File: config.mk
export PLATFORM = sky130hd
export DESIGN_NAME = ubgm_ctrl
export DESIGN_NICKNAME = d
export VERILOG_FILES = /design/src/ubgm_pkg.sv /design/src/ubgm_ctrl.sv
export SDC_FILE = /design/constraint.sdc
export NUM_CORES = 1
export LEC_CHECK = 0
export ABC_AREA = 1
export BUFFER_PORTS_ARGS = -buffer_cell sky130_fd_sc_hd__clkbuf_2
export CAP_MARGIN = 20
export CORE_MARGIN = 2
export CORE_UTILIZATION = 55
export DETAILED_ROUTE_END_ITERATION = 12
export PLACE_DENSITY = 0.82
export SLEW_MARGIN = 20
export SYNTH_ARGS = -nofsm -noshare
export SYNTH_HDL_FRONTEND = slang
export SYNTH_SLANG_ARGS = --single-unit
File: constraint.sdc
create_clock -name clk -period 3.4 [get_ports clk]
set_input_delay 0.17 -clock clk [delete_from_list [all_inputs] [get_ports clk]]
set_output_delay 0.17 -clock clk [all_outputs]
set_load 0.02 [all_outputs]
File: src/ubgm_pkg.sv
`timescale 1ns / 1ps
`default_nettype none

package ubgm_pkg;

  // sizes
  localparam int GLYPH_BITS_DEF = 16;
  localparam int NUM_BLOCKS     = 88;
  localparam int BLK_W          = 7;
  localparam int COUNT_W        = 15;
  localparam int STORE_AW       = 16;
  localparam int STORE_DEPTH    = 1 << STORE_AW;

  localparam logic [15:0] LAST_ASSIGNED = 16'hFFFD;

  // status codes
  localparam logic [1:0] ST_OK         = 2'd0;
  localparam logic [1:0] ST_ZERO_CP    = 2'd1;
  localparam logic [1:0] ST_ZERO_GLYPH = 2'd2;
  localparam logic [1:0] ST_UNASSIGNED = 2'd3;

  // request type codes
  localparam logic REQ_LOOKUP = 1'b0;
  localparam logic REQ_INSERT = 1'b1;

  // block range table, first and last code point of each block
  localparam logic [15:0] BLK_LO [NUM_BLOCKS] = '{
    16'h0000, 16'h0080, 16'h0100, 16'h0180, 16'h0250, 16'h02B0, 16'h0300, 16'h0370,
    16'h0400, 16'h0530, 16'h0590, 16'h0600, 16'h0700, 16'h0780, 16'h0900, 16'h0980,
    16'h0A00, 16'h0A80, 16'h0B00, 16'h0B80, 16'h0C00, 16'h0C80, 16'h0D00, 16'h0D80,
    16'h0E00, 16'h0E80, 16'h0F00, 16'h1000, 16'h10A0, 16'h1100, 16'h1200, 16'h13A0,
    16'h1400, 16'h1680, 16'h16A0, 16'h1780, 16'h1800, 16'h1E00, 16'h1F00, 16'h2000,
    16'h2070, 16'h20A0, 16'h20D0, 16'h2100, 16'h2150, 16'h2190, 16'h2200, 16'h2300,
    16'h2400, 16'h2440, 16'h2460, 16'h2500, 16'h2580, 16'h25A0, 16'h2600, 16'h2700,
    16'h2800, 16'h2E80, 16'h2F00, 16'h2FF0, 16'h3000, 16'h3040, 16'h30A0, 16'h3100,
    16'h3130, 16'h3190, 16'h31A0, 16'h3200, 16'h3300, 16'h3400, 16'h4E00, 16'hA000,
    16'hA490, 16'hAC00, 16'hD800, 16'hDB80, 16'hDC00, 16'hE000, 16'hF900, 16'hFB00,
    16'hFB50, 16'hFE20, 16'hFE30, 16'hFE50, 16'hFE70, 16'hFEFF, 16'hFF00, 16'hFFF0
  };

  localparam logic [15:0] BLK_HI [NUM_BLOCKS] = '{
    16'h007F, 16'h00FF, 16'h017F, 16'h024F, 16'h02AF, 16'h02FF, 16'h036F, 16'h03FF,
    16'h04FF, 16'h058F, 16'h05FF, 16'h06FF, 16'h074F, 16'h07BF, 16'h097F, 16'h09FF,
    16'h0A7F, 16'h0AFF, 16'h0B7F, 16'h0BFF, 16'h0C7F, 16'h0CFF, 16'h0D7F, 16'h0DFF,
    16'h0E7F, 16'h0EFF, 16'h0FFF, 16'h109F, 16'h10FF, 16'h11FF, 16'h137F, 16'h13FF,
    16'h167F, 16'h169F, 16'h16FF, 16'h17FF, 16'h18AF, 16'h1EFF, 16'h1FFF, 16'h206F,
    16'h209F, 16'h20CF, 16'h20FF, 16'h214F, 16'h218F, 16'h21FF, 16'h22FF, 16'h23FF,
    16'h243F, 16'h245F, 16'h24FF, 16'h257F, 16'h259F, 16'h25FF, 16'h26FF, 16'h27BF,
    16'h28FF, 16'h2EFF, 16'h2FDF, 16'h2FFF, 16'h303F, 16'h309F, 16'h30FF, 16'h312F,
    16'h318F, 16'h319F, 16'h31BF, 16'h32FF, 16'h33FF, 16'h4DB5, 16'h9FFF, 16'hA48F,
    16'hA4CF, 16'hD7A3, 16'hDB7F, 16'hDBFF, 16'hDFFF, 16'hF8FF, 16'hFAFF, 16'hFB4F,
    16'hFDFF, 16'hFE2F, 16'hFE4F, 16'hFE6F, 16'hFEFE, 16'hFEFF, 16'hFFEF, 16'hFFFD
  };

  // request item
  typedef struct packed {
    logic        req_type;
    logic [20:0] code_point;
    logic [15:0] glyph_in;
  } req_t;

  // result item
  typedef struct packed {
    logic [15:0]        glyph_out;
    logic [BLK_W-1:0]   block_index;
    logic               block_found;
    logic [COUNT_W-1:0] mapped_count;
    logic [1:0]         status;
  } rsp_t;

  // controller to datapath commands
  typedef struct packed {
    logic                load_req;
    logic                clear;
    logic [STORE_AW-1:0] clr_addr;
    logic                class_en;
    logic                cnt_rd;
    logic                exec;
  } cmd_t;

endpackage

`default_nettype wire

File: src/ubgm_ctrl.sv
`timescale 1ns / 1ps
`default_nettype none

module ubgm_ctrl (
  input  wire logic           clk,
  input  wire logic           rst,
  input  wire logic           req_valid,
  output logic                req_stall,
  output logic                rsp_valid,
  input  wire logic           rsp_stall,
  output ubgm_pkg::cmd_t      cmd
);

  typedef enum logic [2:0] {
    S_CLEAR,
    S_IDLE,
    S_CLASS,
    S_READ,
    S_EXEC
  } state_t;

  state_t                        state;
  logic [ubgm_pkg::STORE_AW-1:0] clr_addr;
  logic                          go;

  // result register free or being taken this cycle
  assign go        = !rsp_valid || !rsp_stall;
  assign req_stall = (state != S_IDLE);

  // commands decoded from state
  always_comb begin
    cmd          = '0;
    cmd.load_req = (state == S_IDLE) && req_valid;
    cmd.clear    = (state == S_CLEAR);
    cmd.clr_addr = clr_addr;
    cmd.class_en = (state == S_CLASS);
    cmd.cnt_rd   = (state == S_READ);
    cmd.exec     = (state == S_EXEC) && go;
  end

  // sequencer, clear counter and result valid
  always_ff @(posedge clk) begin
    if (rst) begin
      state     <= S_CLEAR;
      clr_addr  <= '0;
      rsp_valid <= 1'b0;
    end else begin
      if (cmd.exec) begin
        rsp_valid <= 1'b1;
      end else if (rsp_valid && !rsp_stall) begin
        rsp_valid <= 1'b0;
      end
      case (state)
        S_CLEAR: begin
          clr_addr <= clr_addr + 1'b1;
          if (clr_addr == '1) begin
            state <= S_IDLE;
          end
        end
        S_IDLE: begin
          if (req_valid) begin
            state <= S_CLASS;
          end
        end
        S_CLASS: begin
          state <= S_READ;
        end
        S_READ: begin
          state <= S_EXEC;
        end
        S_EXEC: begin
          if (go) begin
            state <= S_IDLE;
          end
        end
        default: begin
          state <= S_IDLE;
        end
      endcase
    end
  end

  // accepted item always enters classification next
  a_accept_seq: assert property (@(posedge clk) disable iff (rst)
    (req_valid && !req_stall) |=> (state == S_CLASS))
    else $error("accepted item did not start classification");

  // commit always produces a pending result
  a_exec_valid: assert property (@(posedge clk) disable iff (rst)
    cmd.exec |=> rsp_valid)
    else $error("commit without result valid");

  // a new result only appears after a commit cycle
  a_rsp_origin: assert property (@(posedge clk) disable iff (rst)
    $rose(rsp_valid) |-> ($past(state) == S_EXEC))
    else $error("result valid rose outside commit");

  // clearing sweep ends exactly at the last address
  a_clear_end: assert property (@(posedge clk) disable iff (rst)
    (state == S_CLEAR && clr_addr == '1) |=> (state == S_IDLE))
    else $error("clearing sweep did not finish");

endmodule

`default_nettype wire

Word level (Yosys, flattened, before mapping)
Cells that the tools add are included.
- multiplexer cells: 6
- equality and inequality tests: 9
- reduce and logical (&&, ||, !) cells: 9
- $add $sub $neg: 1
- operator list (operator ; number):
    $add A16 B1 Y16 const B ; 1
    $eq A16 B16 Y1 const B ; 1
    $pmux W3 S5 ; 1
    $mux W3 ; 3
    $eq A3 B2 Y1 const B ; 2
    $ne A2 B2 Y1 const B ; 2
    $eq A3 B1 Y1 const B ; 1
    $eq A3 B3 Y1 const B ; 1
    $logic_and A1 B1 Y1 ; 3
    $logic_not A3 Y1 ; 1
    $ne A3 B1 Y1 const B ; 1
    $reduce_and A3 Y1 ; 1
    $logic_not A1 Y1 ; 2
    $mux W1 ; 2
    $ne A2 B1 Y1 const B ; 1
    $reduce_bool A2 Y1 ; 1
    $logic_or A1 B1 Y1 ; 1
- bits in registers: 20
- bits of input ports: 4
- logic and storage cells: 28
- output and inout bits: 23

Longest topological paths before layout
Gate-level depths: netlist (run 1).
- depth in word-level cells: 4
- gate-level depth with buffers: 9
- gate-level depth less buffers: 9

Worst setup path before layout (run 1)
No wires, ideal clock.
- path type: register to register
- from: reg clr_addr[0] (netlist bit)
- to: reg state[0]
- data required time: 3288 ps
- clock period less this slack: 1454 ps
- setup slack: 1946 ps
- data arrival time: 1342 ps
- stages on the path, launching flop included: 9
- path buffers: 0
- setup time: 112 ps
- path through: dfxtp_1 ha_1 nand2_2 nor2_4 nand2_4 o21ai_2 nand2_1 nor2_1 nor2_1
- cells in the longest elaborated chain, start to end: 3
- ends and longest elaborated chain (what ; line ; text):
    from (decl) ; ubgm_ctrl.sv:23 ; logic [ubgm_pkg::STORE_AW-1:0] clr_addr;
    from (signal assigned) ; ubgm_ctrl.sv:55 ; clr_addr <= clr_addr + 1'b1;
    $eq A16 B16 Y1 ; ubgm_ctrl.sv:56 ; if (clr_addr == '1) begin
    $ne A2 B1 Y1 (no line) ; n/a ;
    $reduce_and A3 Y1 (no line) ; n/a ;
    to (signal assigned) ; ubgm_ctrl.sv:57 ; state <= S_IDLE;
    to (signal assigned) ; ubgm_ctrl.sv:62 ; state <= S_CLASS;
    to (signal assigned) ; ubgm_ctrl.sv:66 ; state <= S_READ;
    to (decl) ; ubgm_ctrl.sv:22 ; state_t state;
No other way between the ends.
A chain may end at the register's enable or synchronous reset.

Final worst setup path (run 1)
Same ends and word-level chain as after synthesis.

==> results.toml, run 1 <==
[die]
start_util_pct = 60.21
dieArea_um2 = 2321
die_h_um = 48.18
pin_count = 27
die_w_um = 48.18
row_count = 15
core_um2 = 1783

[cells_and_area]
final_cells = 200
fillers = 142
antenna_cells = 0
final_area_um2 = 1247
area_delta_synth_final_pct = 16.20
nNetsFinal = 182
drive_gt1_share_pct = 28.00

[setup_path]
path_cells = "ha_1 -> nand2_2 -> nor2_4 -> nand2_4 -> o21ai_2 -> nand2_1 -> nor2_1 -> nor2_1"
cp_common_cell = "nor2_1"
r2r-end = "state[0]"
cpPeakStageDelay_ns = 0.43
required_ns = 3.60
r2r-start = "clr_addr[0]"
endpoint_kind = "flop"
critPathTopFamily = "simple AND/OR/NAND/NOR gates"
cp_max_fo = 5
r2r_slack_ns = 1.96
worstSetupPathType = "flop to flop"
slowest_stage = "dfxtp_1"
cp_num_buf_inv = 0
worst_setup_path_start_kind = "flop"
r2r_cells = 8
arrival_ns = 1.64

[cts]
cts-buffers-inserted = 3
postCtsHoldBufs = 0
cts_resized = 0
cts_tree = "yes"
htreeDepth = 1
insertion_delay_ns = 0.29
cts.sinks = 20
clk_pin_slew_ns = 0.11
clockRootBuffer = "clkbuf_4"
cts.path.max_buffers = 2
post_cts_buffers = 0

[yosys]
seq_area_frac_synth_pct = 37.30
synth_cell_types = 26
synthCells = 148
synth-seq-cells = 20
ys_warn_count = 0
syn_avg_cell_area_um2 = 7.254
synth_nets = 153
synth.cell_area_um2 = 1074

[sta]
fin_worst_skew_ns = 0.002920
maxSlewViolCount = 0
hold_violations = 0
slew_headroom_pct = 75.98
worst_hold_slack_ns = 0.1354
finalSetupViolations = 0
timing.setup.tns_ns = 0
worst_slack_ns = 1.959
fin_crit_sh_pct = 42.38
finalCriticalPeriod_ns = 1.441
fmax_mhz = 694.0
tightest_slew_ns = 0.3599
rsz0062_at_grt = "no"

[drt]
ant_nets = 0
via_per_inst = 4.935
drc = 0
first_pass_iters = 4
routedWlPerCell_um = 10.60
drtIter0Drc = 22
vias = 987
routed_wl_mm = 2.119

[grt]
grt_max_degree = 13
grt_pass1_wl_mm = 3.201
grt_overflow = 0
grt_usage_pct = 19.74
grt_pass1_vias = 829
antenna_found_initial = 0

[pwr]
leakagePower_nw = 0.5337
powerDensity_nw_per_um2 = 298.2
ir_worst_vdd_uv = 188.3

[place]
place_ws_ns = 1.992
gp_congestion = 0.8034
place_area_um2 = 1225
dp_cells = 197
place.detailed.hpwl_mm = 1.681
port_buffers = 26

[hold_path]
hold_depth = 3
min-delay-start = "rsp_stall"
hold_class = "input pin to flop"
worstHoldEndpoint = "rsp_valid"

[job]
cap_violations = 0

[outcome]
outcome = "complete, no violations"
sequential cells by signal, summed over array words and instances, names as in the netlist:
signal / cells
state: 3
rsp_valid: 1
clr_addr: 16
synthesized netlist by cell type, drive strengths merged:
cell / count / area (um^2)
buf: 2 / 10.01
o21ai: 10 / 53.80
inv: 21 / 78.83
nand2: 33 / 146.4
a31oi: 1 / 6.260
xnor2: 1 / 8.760
a21oi: 7 / 35.03
nor3: 4 / 30.03
xor2: 2 / 17.52
ha: 1 / 12.51
nor2: 34 / 187.7
nand3: 9 / 62.56
o21bai: 1 / 11.26
nand4: 2 / 12.51
dfxtp: 20 / 400.4
power by group:
part / switching (mW) / leakage [nW] / internal [mW] / total (mW)
Sequential: 0.00429 / 0.162 / 0.237 / 0.242
Combinational: 0.0141 / 0.358 / 0.00723 / 0.0214
Clock: 0.0679 / 0.0138 / 0.0411 / 0.109
Total: 0.0863 / 0.534 / 0.286 / 0.372
how the worst max path moves through the flow:
stage                start        to  slack (ns)  cells past startpoint
2_1_floorplan  clr_addr[0]  state[0]        1.95                      8
3_3_place_gp   clr_addr[0]  state[0]        2.06                      8
3_5_place_dp   clr_addr[1]  state[0]        1.99                      8
4_1_cts           state[1]   cmd[19]        1.94                      4
5_1_grt           state[2]    cmd[0]        1.82                      5
6_report       clr_addr[0]  state[0]        1.96                      8
cell usage in the layout (no fill, tap or decap), drive strengths merged, types with 2 or more instances in the layout:
master,instances
clkbuf,29
dfxtp,20
o21ai,10
nor3,4
xor2,2
nand3,9
nor2,34
a21oi,7
nand2,33
inv,21
nand4,2
cell type report:
class	count	area, um^2	area share, %
tap	25	31.28	2.508
sequential	20	400.4	32.10
timing repair buffer	26	130.1	10.43
clock buffer	3	22.52	1.805
inverter	21	78.83	6.319
multi-input combinational	105	584.3	46.84
stage by stage:
step | power (mW) | utilization [%]
finish | 0.3720 | 69.96
detailed placement | 0.2685 | 68.70
global route | 0.3854 | 69.96
CTS | 0.3754 | 69.96
global placement | 0.2668 | 68.70
floorplan | 0.2608 | -
tightest hold or removal path: cells and delay by family:
kind | cells | cell delay (ns)
AO/OA/AOI/OAI | 1 | 0.06
buffers and inverters | 1 | 0.08
AND/OR/NAND/NOR | 1 | 0.07
cell families after synthesis:
kind of cell               count (synthesis)  share of synthesized area, %
AOI/OAI and AO/OA                         19                         9.907
xor gates and xnor gates                   3                         2.448
adders and majority gates                  1                         1.165
and+or+nand+nor                           82                         40.91
buffers and inverters                     23                         8.276
DFF                                       20                         37.30
layer usage:
metal | vias to the layer above | share of wire, % | GRT usage, %
met5 | - | 0 | 0
met3 | 2 | 3.9 | 3.333
li1 | 520 | - | -
met2 | 24 | 49 | 36.05
met1 | 441 | 46 | 23.08
met4 | 0 | 0.66 | 6.486
(Power assumes the default switching activity.)
==> inputs of run 2 (changes only) <==
- CORE_UTILIZATION: 55 -> 51
- PLACE_DENSITY: 0.82 -> 0.77
- clock period: 3.4 -> 1.4 ns (I/O delays scaled with it)
==> run 2 against run 1 <==
Compared with the run above:
- clock power rose to 3.1 times the previous value
- critical endpoint is now cmd[19]
- global-route usage fell by 0.061 points
- wire length rose by 6.1%
==> results.toml, run 2 (synthesis results as in run 1) <==
[cells_and_area]
post-route-util_pct = 67.49
layout_commonest_cell = "nand2_1"
drive_gt1_share_pct = 34.08
fillers = 169
antenna_cells = 0
final_cells = 206
top_regs = "clr_addr: 16 flops, state: 3 flops, rsp_valid: 1 flops"
largest_reg_flops = 16
final_area_um2 = 1338
nNetsFinal = 185
final_cell_mix = "28 x nand2_1, 27 x nor2_1, 24 x clkbuf_2"
area_delta_synth_final_pct = 24.59
largest-register = "clr_addr"

[setup_path]
endpoint_kind = "output port"
arrival_ns = 1.28
worst_setup_path_start_kind = "flop"
worstSetupPathType = "flop to output port"
required_ns = 1.33
cp_max_fo = 8

[sta]
tightest_slew_ns = 0.3816
hold_violations = 0
fmax_mhz = 740.3
slew_headroom_pct = 74.53
timing.setup.tns_ns = 0
rsz0062_at_grt = "yes"
worst_slack_ns = 0.04925
finalCriticalPeriod_ns = 1.351
fin_crit_sh_pct = 96.48
finalSetupViolations = 0
worst_hold_slack_ns = 0.01013
fin_worst_skew_ns = 0.003824
maxSlewViolCount = 0

[die]
start_util_pct = 54.17
die_h_um = 49.88
core_um2 = 1982
die_w_um = 49.88
pin_count = 27
dieArea_um2 = 2488
row_count = 16

[drt]
ant_nets = 0
routed_wl_mm = 2.248
via_per_inst = 4.961
drc = 0
vias = 1022
routedWlPerCell_um = 10.91
first_pass_iters = 4
drtIter0Drc = 20

[grt]
grt_pass1_wl_mm = 3.857
antenna_found_initial = 0
grt_overflow = 0
grt_pass1_vias = 935
grt_usage_pct = 19.68
grt_max_degree = 13

[job]
cap_violations = 0

[pwr]
combPwrFrac_pct = 6.5
leakagePower_nw = 0.5740
power.switching_mw = 0.2270
swShare_pct = 22.91
internal_power_mw = 0.7641
pwr-share-clk_pct = 34.1
powerDensity_nw_per_um2 = 741.0
power_mw = 0.9911
ir_worst_vdd_uv = 571.2
p_seq_share_pct = 59.4

[place]
place_ws_ns = 0.03244
port_buffers = 26
place.detailed.hpwl_mm = 1.708
dp_cells = 199
gp_congestion = 0.7800
place_area_um2 = 1230

[cts]
cts_tree = "yes"
insertion_delay_ns = 0.30
htreeDepth = 1
cts.sinks = 20
clockRootBuffer = "clkbuf_4"
cts.path.max_buffers = 2
clk_pin_slew_ns = 0.11
cts-buffers-inserted = 3

[hold_path]
hold_class = "input pin to flop"

[outcome]
outcome = "complete, no violations"
==> run 2: cell types whose count changed in the layout (fill, tap and decap cells not counted), sizes merged <==
cell | before | now
buf | 0 | 5
clkbuf | 29 | 28
==> run 2: path summary, 6_finish.rpt <==
kind / start / to / slack [ns] / cells after the start
worst max-delay path: state[1] / cmd[19] / 0.05 / 4
worst min-delay path: rsp_stall / rsp_valid / 0.01 / 3
worst max register to register: clr_addr[1] / clr_addr[10] / 0.07 / 8
worst min register to register: rsp_valid / rsp_valid / 0.49 / 2
==> run 2: power groups by stage <==
stage	Sequential, mW	Combinational (mW)	Clock (mW)
finish	0.589	0.0645	0.338
global route	0.591	0.0729	0.368
CTS	0.588	0.0508	0.345
detailed placement	0.601	0.0506	0
global placement	0.599	0.0495	0
floorplan	0.608	0.0263	0
==> run 2: per-layer routing <==
layer  vias to the layer above  GRT usage [%]  share of wire, %  routed length, um
met5                         -              0                 0                  0
met3                         2          3.636               3.2                 71
li1                        532              -                 -                  -
met4                         0          4.167               1.0                 23
met1                       468          22.39                43                958
met2                        20          37.56                53               1195
==> run 2: area by class of cell <==
class	count	area (um^2)	area share (%)
Tap cell	27	33.78	2.526
Timing Repair Buffer	29	157.7	11.79
Clock buffer	4	36.28	2.713
Multi-Input combinational cell	105	618.1	46.21
Inverter	21	81.33	6.080
Sequential cell	20	410.4	30.68
==> run 2: critical path, cell delays in order, from the launching register on <==
cell      delay (ns)
dfxtp_1         0.37
nor2_2          0.16
nand2_4         0.14
inv_4           0.13
clkbuf_2        0.18
==> run 2: timing repair <==
item | 4_1_cts | 5_1_grt
resized for setup | 0 | 17
endpoints found under the setup margin | 0 | 11
buffers inserted | 0 | 3
hold buffers | 0 | 0
